`src/sv/gcwd_pkg.sv`:
```
package gcwd_pkg;

  localparam int unsigned WordW   = 32;
  localparam int unsigned MethodW = 13;
  localparam int unsigned SubW    = 3;
  localparam int unsigned CountW  = 13;
  localparam int unsigned ModeW   = 3;

  // Header mode codes, taken from bits 31:29 of a header word.
  localparam logic [ModeW-1:0] MODE_OLD_INC  = 3'd0;
  localparam logic [ModeW-1:0] MODE_INC      = 3'd1;
  localparam logic [ModeW-1:0] MODE_INLINE   = 3'd4;
  localparam logic [ModeW-1:0] MODE_INC_ONCE = 3'd5;

  // Result kinds.
  localparam logic KIND_CALL        = 1'b0;
  localparam logic KIND_UNSUPPORTED = 1'b1;

  typedef struct packed {
    logic [MethodW-1:0] current_method;
    logic [SubW-1:0]    current_subchannel;
    logic [CountW-1:0]  words_left;
    logic               hold_method;
    logic               hold_after_first;
  } parse_state_t;

  typedef struct packed {
    logic               result_kind;
    logic [MethodW-1:0] call_method;
    logic [SubW-1:0]    call_subchannel;
    logic [WordW-1:0]   call_argument;
    logic [CountW-1:0]  words_remaining;
  } call_result_t;

endpackage

```
`src/sv/gcwd_if.sv`:
```
interface gcwd_in_if;
  import gcwd_pkg::*;

  logic             valid;
  logic             ready;
  logic [WordW-1:0] command_word;

  modport source (output valid, output command_word, input ready);
  modport sink (input valid, input command_word, output ready);
endinterface

interface gcwd_out_if;
  import gcwd_pkg::*;

  logic               valid;
  logic               ready;
  logic               result_kind;
  logic [MethodW-1:0] call_method;
  logic [SubW-1:0]    call_subchannel;
  logic [WordW-1:0]   call_argument;
  logic [CountW-1:0]  words_remaining;

  modport source (output valid, output result_kind, output call_method,
                  output call_subchannel, output call_argument,
                  output words_remaining, input ready);
  modport sink (input valid, input result_kind, input call_method,
                input call_subchannel, input call_argument,
                input words_remaining, output ready);
endinterface

```
`src/sv/gcwd_decode.sv`:
```
module gcwd_decode (
  input  gcwd_pkg::parse_state_t          st,
  input  logic [gcwd_pkg::WordW-1:0]      word,
  output gcwd_pkg::parse_state_t          st_nxt,
  output logic                            emit,
  output gcwd_pkg::call_result_t          res
);
  import gcwd_pkg::*;

  logic [MethodW-1:0] h_method;
  logic [SubW-1:0]    h_sub;
  logic [CountW-1:0]  h_count;
  logic [ModeW-1:0]   h_mode;

  assign h_method = word[MethodW-1:0];
  assign h_sub    = word[MethodW +: SubW];
  assign h_count  = word[16 +: CountW];
  assign h_mode   = word[WordW-1 -: ModeW];

  always_comb begin
    st_nxt = st;
    emit   = 1'b0;
    res    = '0;
    if (st.words_left != '0) begin
      // Data word: one call, then advance the method unless it is held.
      emit                = 1'b1;
      res.result_kind     = KIND_CALL;
      res.call_method     = st.current_method;
      res.call_subchannel = st.current_subchannel;
      res.call_argument   = word;
      res.words_remaining = st.words_left;
      if (!st.hold_method) begin
        st_nxt.current_method = st.current_method + MethodW'(1);
      end
      if (st.hold_after_first) begin
        st_nxt.hold_method = 1'b1;
      end
      st_nxt.words_left = st.words_left - CountW'(1);
    end else begin
      case (h_mode)
        MODE_INC, MODE_INC_ONCE: begin
          st_nxt.current_method     = h_method;
          st_nxt.current_subchannel = h_sub;
          st_nxt.words_left         = h_count;
          st_nxt.hold_method        = 1'b0;
          st_nxt.hold_after_first   = (h_mode == MODE_INC_ONCE);
        end
        MODE_INLINE: begin
          st_nxt.current_method     = h_method;
          st_nxt.current_subchannel = h_sub;
          st_nxt.hold_method        = 1'b1;
          st_nxt.hold_after_first   = 1'b0;
          emit                      = 1'b1;
          res.result_kind           = KIND_CALL;
          res.call_method           = h_method;
          res.call_subchannel       = h_sub;
          res.call_argument         = WordW'(h_count);
          res.words_remaining       = '0;
        end
        MODE_OLD_INC: begin
          emit = 1'b0;
        end
        default: begin
          emit                = 1'b1;
          res.result_kind     = KIND_UNSUPPORTED;
          res.call_method     = h_method;
          res.call_subchannel = h_sub;
          res.call_argument   = word;
          res.words_remaining = '0;
        end
      endcase
    end
  end

endmodule

```
`src/sv/gpu_command_word_method_decoder.sv`:
```
// A result appears on the output channel in the cycle after its command word transfers.
// Throughput: one command word per cycle; the only limit is the single output register,
// which takes a new result in the same cycle that the old one transfers out.
// Reset: synchronous, active-low rst_n clears the parser state (method, subchannel,
// pending count and hold flags) to zero and empties the output register.
module gpu_command_word_method_decoder (
  input  logic        clk,
  input  logic        rst_n,
  gcwd_in_if.sink     in_chan,
  gcwd_out_if.source  out_chan
);
  import gcwd_pkg::*;

  // Parser state. A word is a data word exactly when words_left is nonzero,
  // otherwise it is decoded as a header.
  parse_state_t st_r;
  parse_state_t st_nxt;

  // Output register holding one finished result until it transfers.
  logic         out_vld_r;
  call_result_t out_r;

  logic         in_fire;
  logic         dec_emit;
  call_result_t dec_res;

  // The output register frees up when it is empty or its result transfers in
  // this cycle, so a steady stream moves one word per clock.
  assign in_chan.ready = !out_vld_r || out_chan.ready;
  assign in_fire       = in_chan.valid && in_chan.ready;

  // All decoding is short combinational logic from the incoming word and the
  // current state; the next state and the result are captured at the transfer.
  gcwd_decode u_decode (
    .st     (st_r),
    .word   (in_chan.command_word),
    .st_nxt (st_nxt),
    .emit   (dec_emit),
    .res    (dec_res)
  );

  always_ff @(posedge clk) begin
    if (!rst_n) begin
      st_r      <= '0;
      out_vld_r <= 1'b0;
    end else begin
      if (in_fire) begin
        st_r <= st_nxt;
      end
      if (in_chan.ready) begin
        // A word that produces nothing (incrementing-mode headers or old-mode headers) leaves
        // the register empty.
        out_vld_r <= in_fire && dec_emit;
      end
    end
  end

  // Payload needs no reset; it is qualified by out_vld_r.
  always_ff @(posedge clk) begin
    if (in_fire && dec_emit) begin
      out_r <= dec_res;
    end
  end

  assign out_chan.valid           = out_vld_r;
  assign out_chan.result_kind     = out_r.result_kind;
  assign out_chan.call_method     = out_r.call_method;
  assign out_chan.call_subchannel = out_r.call_subchannel;
  assign out_chan.call_argument   = out_r.call_argument;
  assign out_chan.words_remaining = out_r.words_remaining;

  // A data word always yields a regular method call in the next cycle.
  a_data_word_calls: assert property (@(posedge clk) disable iff (!rst_n)
    in_fire && (st_r.words_left != '0) |=> out_vld_r && (out_r.result_kind == KIND_CALL))
    else $error("data word did not produce a method call");

  // Each data word consumes exactly one pending count.
  a_count_decrements: assert property (@(posedge clk) disable iff (!rst_n)
    in_fire && (st_r.words_left != '0) |=>
      st_r.words_left == $past(st_r.words_left) - CountW'(1))
    else $error("pending word count did not decrement");

  // An unsupported-mode report never carries a pending count.
  a_unsupported_zero_count: assert property (@(posedge clk) disable iff (!rst_n)
    out_vld_r && (out_r.result_kind == KIND_UNSUPPORTED) |-> out_r.words_remaining == '0)
    else $error("unsupported-mode report with nonzero count");

  // A word transferred while no data is pending leaves the state untouched
  // when it produces an unsupported-mode report.
  a_unsupported_keeps_state: assert property (@(posedge clk) disable iff (!rst_n)
    in_fire && (st_r.words_left == '0) && dec_emit && (dec_res.result_kind == KIND_UNSUPPORTED)
      |=> st_r == $past(st_r))
    else $error("unsupported header changed parser state");

endmodule
```
`src/flat_wrapper.sv`:
```
// flat-port wrapper written by rule: the top's interface ports become plain ports
module gpu_command_word_method_decoder_flat import gcwd_pkg::*;
  (clk, rst_n, in_chan_valid, in_chan_command_word, in_chan_ready, out_chan_valid, out_chan_result_kind, out_chan_call_method, out_chan_call_subchannel, out_chan_call_argument, out_chan_words_remaining, out_chan_ready);
  gcwd_in_if in_chan_i ();
  gcwd_out_if out_chan_i ();
  input  logic clk;
  input  logic rst_n;
  input wire logic [$bits(in_chan_i.valid)-1:0] in_chan_valid;
  input wire logic [$bits(in_chan_i.command_word)-1:0] in_chan_command_word;
  output wire logic [$bits(in_chan_i.ready)-1:0] in_chan_ready;
  output wire logic [$bits(out_chan_i.valid)-1:0] out_chan_valid;
  output wire logic [$bits(out_chan_i.result_kind)-1:0] out_chan_result_kind;
  output wire logic [$bits(out_chan_i.call_method)-1:0] out_chan_call_method;
  output wire logic [$bits(out_chan_i.call_subchannel)-1:0] out_chan_call_subchannel;
  output wire logic [$bits(out_chan_i.call_argument)-1:0] out_chan_call_argument;
  output wire logic [$bits(out_chan_i.words_remaining)-1:0] out_chan_words_remaining;
  input wire logic [$bits(out_chan_i.ready)-1:0] out_chan_ready;
  assign in_chan_i.valid = in_chan_valid;
  assign in_chan_i.command_word = in_chan_command_word;
  assign in_chan_ready = in_chan_i.ready;
  assign out_chan_valid = out_chan_i.valid;
  assign out_chan_result_kind = out_chan_i.result_kind;
  assign out_chan_call_method = out_chan_i.call_method;
  assign out_chan_call_subchannel = out_chan_i.call_subchannel;
  assign out_chan_call_argument = out_chan_i.call_argument;
  assign out_chan_words_remaining = out_chan_i.words_remaining;
  assign out_chan_i.ready = out_chan_ready;
  gpu_command_word_method_decoder u_core (.clk(clk), .rst_n(rst_n), .in_chan(in_chan_i), .out_chan(out_chan_i));
endmodule
```
`config.mk`:
```
export PLATFORM = sky130hd
export DESIGN_NAME = gpu_command_word_method_decoder_flat
export DESIGN_NICKNAME = d
export VERILOG_FILES = /design/src/sv/gcwd_pkg.sv /design/src/sv/gcwd_if.sv /design/src/sv/gcwd_decode.sv /design/src/sv/gpu_command_word_method_decoder.sv /design/src/flat_wrapper.sv
export SDC_FILE = /design/constraint.sdc
export NUM_CORES = 1
export LEC_CHECK = 0
export BUFFER_PORTS_ARGS = -buffer_cell sky130_fd_sc_hd__buf_2
export CORE_ASPECT_RATIO = 0.6
export CORE_MARGIN = 5
export CORE_UTILIZATION = 55
export DETAILED_ROUTE_END_ITERATION = 10
export PLACE_DENSITY = 0.8
export SYNTH_ARGS = -nofsm -noshare
export SYNTH_HDL_FRONTEND = slang
export SYNTH_HIERARCHICAL = 1
export SYNTH_SLANG_ARGS = --single-unit
```
`constraint.sdc`:
```
create_clock -name clk -period 5.6 [get_ports clk]
set_clock_uncertainty 0.1 [all_clocks]
set_input_delay 1.12 -clock clk [delete_from_list [all_inputs] [get_ports clk]]
set_output_delay 1.12 -clock clk [all_outputs]
set_load 0.02 [all_outputs]
```
# Word level (Yosys, flattened, before mapping)
# Cells that the tools add are included.
# Widths: inputs -> output; s select.
[totals]
reg_bits = 94
out_inout_bits = 64
elab_cells = 48
[classes]
n_addsub = 2
n_eq_ne = 5
n_mux = 11
bitwise = 1
reduce_logical = 18
[ops]
columns = ["cell", "count"]
rows = [
  ["$pmux 62 s2", 1],
  ["$mux 61", 1],
  ["$mux 13", 3],
  ["$mux 16", 1],
  ["$mux 14", 1],
  ["$add 13x1->13 const B", 1],
  ["$reduce_bool 13->1", 1],
  ["$sub 13x1->13 const B", 1],
  ["$reduce_and 3->1", 4],
  ["$eq 3x3->1 const B", 2],
  ["$reduce_bool 2->1", 3],
  ["$reduce_or 3->1", 2],
  ["$pmux 2 s2", 1],
  ["$eq 3x1->1 const B", 1],
  ["$logic_not 3->1", 1],
  ["$mux 1", 3],
  ["$reduce_bool 3->1", 1],
  ["$logic_and 1x1->1", 2],
  ["$ne 2x1->1 const B", 1],
  ["$ne 2x2->1 const B", 1],
  ["$reduce_and 2->1", 1],
  ["$reduce_or 2->1", 1],
  ["$logic_not 1->1", 1],
  ["$logic_or 1x1->1", 1],
  ["$not 1->1", 1],
]

# Logic depth before layout (Yosys ltp)
# Gate-level depths: netlist of the first run.
[logic_depth]
word_depth = 5
ltp_mapped = 11

# Cells and area by module
# The synthesis of the first run kept the hierarchy.
[modules_own_cells]
columns = ["mod", "n_inst", "cells_per_inst", "area_each_um2"]
rows = [
  ["gpu_command_word_method_decoder", 1, 203, 3185.6],
  ["gcwd_decode", 1, 304, 1704.1],
]

# Worst setup path before layout of the first run
# No wires, ideal clock.
[synth_path]
path_type = "input-to-reg"
from = "in in_chan_command_word[31]"
to = "reg u_core.out_r, in the netlist u_core/out_chan.call_argument[0] (enable)"
setup_time_ps = 489
arrival_ps = 4325
required_ps = 5011
path_slack_ps = 686
path_stages = 4
path_buffers = 0
path_cell_list = "nor2b_1 or2_2 nand2_1 nor2b_1"
[synth_via]
elab_chain_len = 5
word_cells_on_any_way = 7
cone_classes = "eq/ne (2); mux (2); reduce/logical (3)"
[synth_rtl]
columns = ["element", "line_no", "text"]
rows = [
  ["start: declaration", "flat_wrapper.sv:9", "input wire logic [$bits(in_chan_i.command_word)-1:0] in_chan_command_word;"],
  ["$eq 3x3->1 (tied with other cells)", "gcwd_decode.sv:40", "case (h_mode)"],
  ["$reduce_or 3->1 (no line) (*)", "--", ""],
  ["$mux 1 (*)", "gcwd_decode.sv:40", ""],
  ["$mux 1 (*)", "gcwd_decode.sv:24", "if (st.words_left != '0) begin"],
  ["named net u_core.dec_emit", "gpu_command_word_method_decoder.sv:24", "logic dec_emit;"],
  ["$logic_and 1x1->1 (*)", "gpu_command_word_method_decoder.sv:60", "if (in_fire && dec_emit) begin"],
  ["end signal: assignment", "gpu_command_word_method_decoder.sv:61", "out_r <= dec_res;"],
  ["end: declaration", "gpu_command_word_method_decoder.sv:21", "call_result_t out_r;"],
]
# Mark *: on every way through the listed nets, which the timed path passes. The rest lies on a longest branch.
# A chain may end at the register's enable or synchronous reset.

# Final worst setup path of the first run
[layout_path]
from = "in in_chan_command_word[31]"
to = "reg u_core.out_r, in the netlist u_core/out_chan.call_subchannel[2] (enable)"
# Same word-level chain as after synthesis.

==> run_results.csv, run 1 <==
group,metric,value,unit
outcome,outcome,"finished clean",
setup_path,cp_max_fo,46,
pwr,power_leakage,2.27,nW
cts,cts_tree,"built",
cts,post_cts_buffers,0,
cts,clock-sinks,94,
cts,htree_num_levels,3,
setup_path,path_delay_family,"simple AND/OR/NAND/NOR gates",
global_routing,antenna_found_initial,0,
synthesis,synthTopCellsByArea,"edfxtp_1 38%, dfxtp_1 13%, nand2_1 9.8%",
place,gp_congestion,0.949,
min_path,holdCritPathClass,"reg -> reg",
layout,final_area,5600,sq um
setup_path,cp_cell_sequence,"buf_2 > nor2b_1 > or2_2 > nand2_1 > nor2b_4 > buf_4",
place,placed_cell_area,5290,sq um
routing,remaining_drc_errors,0,
routing,drt_iter0_drc,686,
cts,cts_buffers,9,
global_routing,grt_usage,23.9,%
setup_path,regToRegSetupSlack,2.59,ns
layout,syn_to_final_growth,14.5,%
setup_path,crit_slowest_cell,"nor2b_1",
routing,ant_nets,0,
setup_path,r2r-end,"u_core/st_r[18]",
floorplan,initial_core_util,56.9,%
timing,period_needed,3.54,ns
synthesis,synthArstFlopShare,0,%
cts,cts_hold_buf,0,
timing,layout_setup_ws,2.06,ns
synthesis,synth_edf_count,62,
floorplan,dieArea,10900,sq um
layout,utilization,65.2,%
routing,vias_per_cell,6.12,
synthesis,yosys.area.top_type_share,38.1,%
cts,cts_buffer_depth,2,
global_routing,grt_pass1_wl,21000,um
global_routing,grt_start_max_net_pins,64,
place,place_inst,677,
pwr,ir_drop,0.281,mV
floorplan,die_w,132,um
timing,fin_setup_tns,0,ns
synthesis,synth_cell_type_count,52,
global_routing,grt_pass1_vias,3830,
synthesis,ys_ff_latch,94,
min_path,holdPathStages,2,
layout,nNetsFinal,615,
floorplan,die_y,83.0,um
cts,clock_latency,0.35,ns
job,drv_cap,0,
setup_path,cp-end-kind,"register",
layout,fill_cells,671,
floorplan,rows,26,
place,post-place-ws,1.73,ns
layout,diodes,0,
setup_path,path_buf_inv,2,
timing,rsz0062_at_grt,"false",
min_path,min_from,"u_core/st_r[15]",
synthesis,yosysSeqAreaShare,51.2,%
place,io_buffer_count,99,
cts,cts_resized,0,
setup_path,reg2reg_from,"u_core/st_r[3]",
setup_path,crit_path_start_kind,"primary input",
min_path,holdPathEnd,"u_core/st_r[15]",
cts,cts-root-buf,"clkbuf_16",
routing,dr_total_vias,4243,
setup_path,reg2reg_depth,9,
layout,final_cells,693,
routing,dr.pass1.iters,6,
synthesis,synth_area_leader_cell,"edfxtp_1",
routing,wirelength,13400,um
place,dp_hpwl,9460,um
cts,cts.clk_slew.worst_paths,0.06,ns
timing,fin_crit_sh,63.2,%
routing,wl_per_cell,19.3,um
setup_path,cp_data_required_time,5.48,ns
global_routing,grt.overflow.total,0,
timing,max_freq,282,MHz
floorplan,ioPinCount,100,
setup_path,critPathArrivalTime,3.42,ns
synthesis,synth_warnings,6,
timing,worst_pin_slew,1.06,ns
synthesis,syn_nets,546,
floorplan,core_area,8590,sq um
setup_path,criticalPathCategory,"in -> reg",
synthesis,avgSynthCellArea,9.64,sq um
synthesis,netlist_area,4890,sq um
timing,setup_viol,0,
synthesis,synth_cells,507,
timing,slew_viol_final,0,
timing,hold_viol,0,
pwr,pwr_density_cell,619,nW/um^2
layout,drive_gt1_share,23.6,%
setup_path,critPathMaxStageDelay,0.78,ns
synthesis,yosys_most_used_dff,"edfxtp_1",
timing,slew_headroom,29.1,%
-- cell usage after synthesis, types with 2 or more instances --
master     number
or3_1           4
o21ai_0        25
o2bb2ai_1       3
o22ai_1         2
edfxtp_1       62
nand3_1        19
a22o_1          3
nand2b_1        3
nor2_1         14
o32ai_1         7
a311oi_1        2
and2_1         18
nor2b_1         3
nand4_1         7
or4_4           2
inv_1          13
a21boi_0        2
a221o_1         3
or4_1           2
buf_2           7
nor4_2          2
mux2i_1        31
a31oi_1         5
nand2_1       128
clkbuf_1       28
nor4_1          6
or2_2           4
nor3_1         16
buf_6           7
buf_12          3
a211oi_1        9
dfxtp_1        32
a21oi_1        14
ha_1            3
-- flip-flops by register name (all words and copies together), names as in the netlist --
signal / flops
u_core/out_chan.valid: 1
u_core/out_chan.call_subchannel: 3
u_core/out_chan.call_argument: 32
u_core/out_chan.words_remaining: 13
u_core/out_chan.result_kind: 1
u_core/out_chan.call_method: 13
u_core/st_r: 31
-- worst max path at each step --
stage,cells after the start,endpoint,from,slack [ns]
final,6,u_core/out_chan.call_subchannel[2],in_chan_command_word[31],2.06
after global routing,6,u_core/out_chan.call_argument[14],in_chan_command_word[31],1.88
after CTS,6,u_core/out_chan.call_argument[15],in_chan_command_word[31],2.06
after detailed placement,6,u_core/out_chan.call_subchannel[2],in_chan_command_word[31],1.73
after global placement,6,u_core/out_chan.call_argument[15],in_chan_command_word[31],1.86
after floorplan,4,u_core/out_chan.call_argument[0],in_chan_command_word[31],0.69
-- where the power goes --
group	total [W]	internal, W	switching [W]
combinational	0.00166	0.000580	0.00108
sequential	0.00117	0.00101	0.000159
clock	0.000639	0.000365	0.000274
total	0.00347	0.00196	0.00151
-- metal layers --
layer	routed length, um	vias up	global-route usage [%]
li1	-	1942	-
met1	5830	1985	36.2
met2	5570	285	32.5
met3	1710	31	7.79
met4	243	0	6.72
met5	0	-	0
-- layout make-up --
class | instances | area [sq um] | share of cell area, %
well taps | 112 | 140 | 2.50
multi-input cells | 354 | 2060 | 36.8
clock buffers | 10 | 239 | 4.27
repair buffers | 104 | 533 | 9.52
flip-flops and latches | 94 | 2500 | 44.7
clock inverters | 6 | 73.8 | 1.32
inverters | 13 | 48.8 | 0.871
-- cells by family after synthesis --
| group | synth area share (%) |
|---|---|
| AND/OR/NAND/NOR | 24.0 |
| flip-flops | 51.2 |
| buffers and inverters | 6.78 |
| AO/OA/AOI/OAI | 11.0 |
| multiplexers | 6.35 |
| adder cells (fa/ha/maj) | 0.768 |
-- worst register-to-register path: cells and delay by family, from the launching register on --
kind | cells | cell delay (ns)
AOI/OAI and AO/OA | 2 | 0.50
adders and majority gates | 1 | 0.18
buffers and inverters | 2 | 0.56
DFF | 1 | 0.33
muxes | 1 | 0.09
and+or+nand+nor | 3 | 1.14
-- per-stage QoR --
| step | power [W] | hold WS (ns) |
|---|---|---|
| final | 0.00347 | 0.377 |
| after global routing | 0.00368 | 0.402 |
| after CTS | 0.00344 | 0.379 |
| after detailed placement | 0.00279 | 0.369 |
| after global placement | 0.00274 | 0.360 |
| after floorplan | 0.00246 | 0.331 |
-- cell usage in the layout, fill, tap and decap left out, types with 6 or more instances in the layout --
cell / synthesis / final
nor3_1: 16 / 16
and2_1: 18 / 18
nand3_1: 19 / 19
a211oi_1: 9 / 9
inv_1: 13 / 13
edfxtp_1: 62 / 62
dfxtp_1: 32 / 32
o21ai_0: 25 / 25
clkbuf_16: 0 / 9
nand4_1: 7 / 7
buf_2: 7 / 99
a21oi_1: 14 / 14
nor2_1: 14 / 14
nor4_1: 6 / 6
o32ai_1: 7 / 7
nand2_1: 128 / 128
mux2i_1: 31 / 31
Note: power is estimated with default switching activity, not from simulation.
==> inputs of run 2 (changes only) <==
==> constraint.sdc (replaced) <==
create_clock -name clk -period 3.49 [get_ports clk]
set_clock_uncertainty 0.1 [all_clocks]
set_input_delay 0.698 -clock clk [delete_from_list [all_inputs] [get_ports clk]]
set_output_delay 0.698 -clock clk [all_outputs]
set_load 0.02 [all_outputs]
==> run 2 against run 1 <==
Net effect: critical endpoint is now u_core/st_r[10]; cell area down 0.13%; sequential power grew 60%; first-iteration DRC count shrank 18%; wire length down 2.6%; non-clock buffer count rose by 3; highest routed layer unchanged; clock-buffer cell count did not move; largest power group unchanged; total power increased by 58%; worst hold slack got worse by 0.0017 ns.
==> run_results.csv, run 2 (synthesis gave the netlist of run 1 again) <==
group,metric,value,unit
setup_path,startpoint,"u_core/st_r[3]",
layout,drive_gt1_share,23.8,%
setup_path,reg2reg_from,"u_core/st_r[3]",
floorplan,ioPinCount,100,
pwr,ir_drop,0.546,mV
global_routing,antenna_found_initial,0,
min_path,holdCritPathClass,"reg -> reg",
timing,fin_setup_tns,0,ns
cts,post_cts_buffers,0,
setup_path,cp_max_fo,28,
floorplan,rows,26,
layout,utilization,65.1,%
cts,cts-root-buf,"clkbuf_16",
timing,holdWs,0.375,ns
timing,period_needed,2.77,ns
cts,cts_buffers,9,
setup_path,criticalPathCategory,"reg -> reg",
floorplan,core_area,8590,sq um
timing,rsz0062_at_grt,"false",
job,drv_cap,0,
floorplan,dieArea,10900,sq um
layout,layout_common_cells,"128 x nand2_1, 99 x buf_2, 62 x edfxtp_1",
timing,setup_viol,0,
outcome,outcome,"finished clean",
setup_path,cp-end-kind,"register",
place,dp_hpwl,9340,um
floorplan,die_w,132,um
floorplan,die_y,83.0,um
routing,dr.pass1.iters,7,
setup_path,regToRegSetupSlack,0.72,ns
place,gp_congestion,0.928,
timing,max_freq,361,MHz
global_routing,grt_pass1_vias,3731,
pwr,pwr_density_cell,977,nW/um^2
setup_path,critPathArrivalTime,2.95,ns
timing,slew_viol_final,0,
layout,largest_reg_flops,32,
layout,final_common_cell,"nand2_1",
timing,fin_crit_sh,79.4,%
cts,cts_resized,0,
global_routing,grt_pass1_wl,20700,um
place,io_buffer_count,99,
routing,drt_iter0_drc,565,
setup_path,cp_data_required_time,3.67,ns
layout,fill_cells,691,
layout,nNetsFinal,618,
global_routing,grt_usage,23.5,%
timing,slew_headroom,30.1,%
global_routing,grt.overflow.total,0,
floorplan,initial_core_util,56.9,%
setup_path,crit_path_start_kind,"register",
cts,htree_num_levels,3,
pwr,power_leakage,2.27,nW
cts,cts_buffer_depth,2,
cts,cts_hold_buf,0,
cts,clock-sinks,94,
routing,wirelength,13000,um
routing,ant_nets,0,
cts,clock_latency,0.35,ns
timing,worst_pin_slew,1.05,ns
cts,cts.clk_slew.worst_paths,0.07,ns
global_routing,grt_start_max_net_pins,64,
timing,hold_viol,0,
routing,wl_per_cell,18.7,um
routing,dr_total_vias,4197,
min_path,min_from,"u_core/st_r[0]",
routing,remaining_drc_errors,0,
layout,diodes,0,
layout,syn_to_final_growth,14.4,%
cts,cts_tree,"built",
routing,vias_per_cell,6.03,
run 2: layout make-up:
class                      count  area (sq um)  area share, %
clock buffer                  10           229           4.09
clock inverter                 6          53.8          0.962
inverter                      13          48.8          0.872
multi-input combinational    354          2060           36.9
sequential                    94          2500           44.7
tap                          112           140           2.51
timing repair buffer         107           556           9.93
run 2: routing by layer:
metal / track usage, % / wire length [um]
met5: 0 / 0
met4: 7.10 / 219
met3: 9.12 / 1880
met2: 30.5 / 5140
met1: 35.7 / 5770
run 2: final timing paths:
| check | to | cells after the start |
|---|---|---|
| setup / recovery | u_core/st_r[10] | 8 |
| hold / removal | u_core/st_r[0] | 2 |
| setup reg to reg | u_core/st_r[10] | 8 |
| hold reg to reg | u_core/st_r[0] | 2 |
run 2: metrics by stage:
step,instance area [sq um],instances,total power (W),setup WS (ns)
3_3_place_gp,5310,680,0.00442,0.933
4_1_cts,5590,696,0.00543,0.790
2_1_floorplan,4890,507,0.00394,0.143
3_5_place_dp,5310,680,0.00449,0.808
6_report,5590,696,0.00547,0.720
5_1_grt,5590,696,0.00584,0.441
run 2: critical path, cell delays in order, from the launching register on:
cell and delay [ns]:
dfxtp_1 0.33, inv_1 0.12, ha_1 0.17, nor4b_2 0.53, nand3_2 0.66, a21boi_0 0.37, o221a_2 0.22, nand2_1 0.04
mux2i_1 0.15
run 2: power by group:
part           switching [W]  total (W)  internal (W)  leakage [nW]
logic                0.00172    0.00267      0.000949          1.26
registers           0.000247    0.00187       0.00162         0.873
clock network       0.000434   0.000929      0.000495         0.136
==> inputs of run 3 (changes only) <==
==> constraint.sdc (replaced) <==
create_clock -name clk -period 2.9 [get_ports clk]
set_clock_uncertainty 0.1 [all_clocks]
set_input_delay 0.58 -clock clk [delete_from_list [all_inputs] [get_ports clk]]
set_output_delay 0.58 -clock clk [all_outputs]
set_load 0.02 [all_outputs]
==> run 3 against run 2 <==
Net effect: sequential power increased by 19%; largest cell class unchanged; non-clock buffer count increased by 8; clock-buffer cell count did not move; combinational power rose by 26%; final cell count rose by 1.1%; maximum frequency increased by 3.8%; first-iteration DRC count rose by 15%; via count increased by 0.41%; total power increased by 23%; flip-flop and latch count unchanged.
==> run_results.csv, run 3 (synthesis gave the netlist of run 1 again) <==
group,metric,value,unit
cts,clock_latency,0.35,ns
floorplan,die_y,83.0,um
timing,fin_crit_sh,92.0,%
job,drv_cap,0,
layout,syn_to_final_growth,15.6,%
timing,max_freq,375,MHz
layout,largest_reg_flops,32,
pwr,power.switching,0.00294,W
place,dp_hpwl,9760,um
routing,drt_iter0_drc,648,
place,gp_congestion,0.926,
global_routing,grt_usage,24.2,%
layout,final_area,5650,sq um
pwr,pwr_density_cell,1190,nW/um^2
routing,vias_per_cell,5.99,
setup_path,cp_max_fo,19,
cts,cts_buffers,9,
routing,ant_nets,0,
layout,fill_cells,703,
routing,wl_per_cell,18.9,um
floorplan,dieArea,10900,sq um
global_routing,grt.overflow.total,0,
pwr,swShare,43.7,%
layout,layout_common_cells,"128 x nand2_1, 99 x buf_2, 62 x edfxtp_1",
min_path,holdCritPathClass,"reg -> reg",
pwr,seq_power_share,33.2,%
setup_path,criticalPathCategory,"reg -> reg",
timing,period_needed,2.67,ns
floorplan,die_w,132,um
layout,final_common_cell,"nand2_1",
cts,cts_hold_buf,0,
pwr,comb_power_share,50.1,%
timing,hold_viol,0,
outcome,outcome,"finished clean",
cts,cts_tree,"built",
routing,remaining_drc_errors,0,
timing,setup_viol,0,
global_routing,grt_pass1_vias,3782,
cts,cts_resized,0,
layout,utilization,65.8,%
floorplan,initial_core_util,56.9,%
global_routing,grt_pass1_wl,21100,um
timing,fin_setup_tns,0,ns
setup_path,cp-end-kind,"register",
global_routing,antenna_found_initial,0,
layout,nNetsFinal,626,
pwr,power_leakage,2.30,nW
timing,layout_setup_ws,0.231,ns
timing,rsz0062_at_grt,"false",
setup_path,cp_data_required_time,3.01,ns
cts,post_cts_buffers,0,
routing,dr_total_vias,4214,
cts,cts_buffer_depth,2,
place,io_buffer_count,99,
pwr,p_clk_share,16.7,%
routing,dr.pass1.iters,6,
global_routing,grt_start_max_net_pins,44,
cts,cts-root-buf,"clkbuf_16",
timing,slew_headroom,61.1,%
cts,cts.clk_slew.worst_paths,0.07,ns
floorplan,ioPinCount,100,
pwr,p_int,0.00379,W
layout,drive_gt1_share,24.8,%
place,placed_cell_area,5370,sq um
layout,diodes,0,
cts,clock-sinks,94,
timing,slew_viol_final,0,
floorplan,rows,26,
place,post-place-ws,0.320,ns
cts,htree_num_levels,3,
pwr,ir_drop,0.644,mV
setup_path,crit_path_start_kind,"register",
pwr,power,0.00673,W
floorplan,core_area,8590,sq um
routing,wirelength,13300,um
timing,worst_pin_slew,0.584,ns
setup_path,critPathArrivalTime,2.78,ns
-- run 3: layout make-up --
| type | instances | area [sq um] | area share, % |
|---|---|---|---|
| flip-flops and latches | 94 | 2500 | 44.3 |
| repair buffers | 115 | 616 | 10.9 |
| clock buffers | 10 | 229 | 4.05 |
| clock inverters | 6 | 52.6 | 0.930 |
| inverters | 13 | 48.8 | 0.863 |
| well taps | 112 | 140 | 2.48 |
| multi-input cells | 354 | 2060 | 36.5 |
-- run 3: power groups by stage --
stage                     Sequential, W  Clock, W  Combinational, W
after floorplan                 0.00250         0           0.00224
after global placement          0.00223         0           0.00322
after detailed placement        0.00225         0           0.00328
after CTS                       0.00223   0.00113           0.00330
after global routing            0.00229   0.00119           0.00370
final                           0.00223   0.00112           0.00337
-- run 3: worst max-delay path, stage by stage, from the launching register on --
cell and delay [ns]:
dfxtp_1 0.34, inv_1 0.12, ha_1 0.17, or4b_4 0.51, nor3_4 0.44, buf_4 0.33, nor3_1 0.08, a221o_1 0.28
nand2_1 0.07, mux2i_1 0.08
-- run 3: path summary, 6_finish.rpt --
check	endpoint	cells past startpoint	start	slack [ns]
worst max-delay path	u_core/st_r[18]	9	u_core/st_r[3]	0.23
worst min-delay path	u_core/st_r[0]	2	u_core/st_r[0]	0.38
worst max register to register	u_core/st_r[18]	9	u_core/st_r[3]	0.23
worst min register to register	u_core/st_r[0]	2	u_core/st_r[0]	0.38
-- run 3: stage by stage --
step | hold slack, ns | instances
global placement | 0.357 | 688
floorplan | 0.331 | 507
detailed placement | 0.375 | 688
global route | 0.398 | 704
CTS | 0.382 | 704
finish | 0.378 | 704
-- run 3: routing by layer --
| layer | vias up | wire [um] | global-route usage (%) | share of wire (%) |
|---|---|---|---|---|
| li1 | 1966 | - | - | - |
| met5 | - | 0 | 0 | 0 |
| met1 | 1924 | 6110 | 37.4 | 46 |
| met3 | 25 | 1780 | 9.12 | 13 |
| met2 | 299 | 5260 | 31.9 | 39 |
| met4 | 0 | 172 | 4.67 | 1.3 |
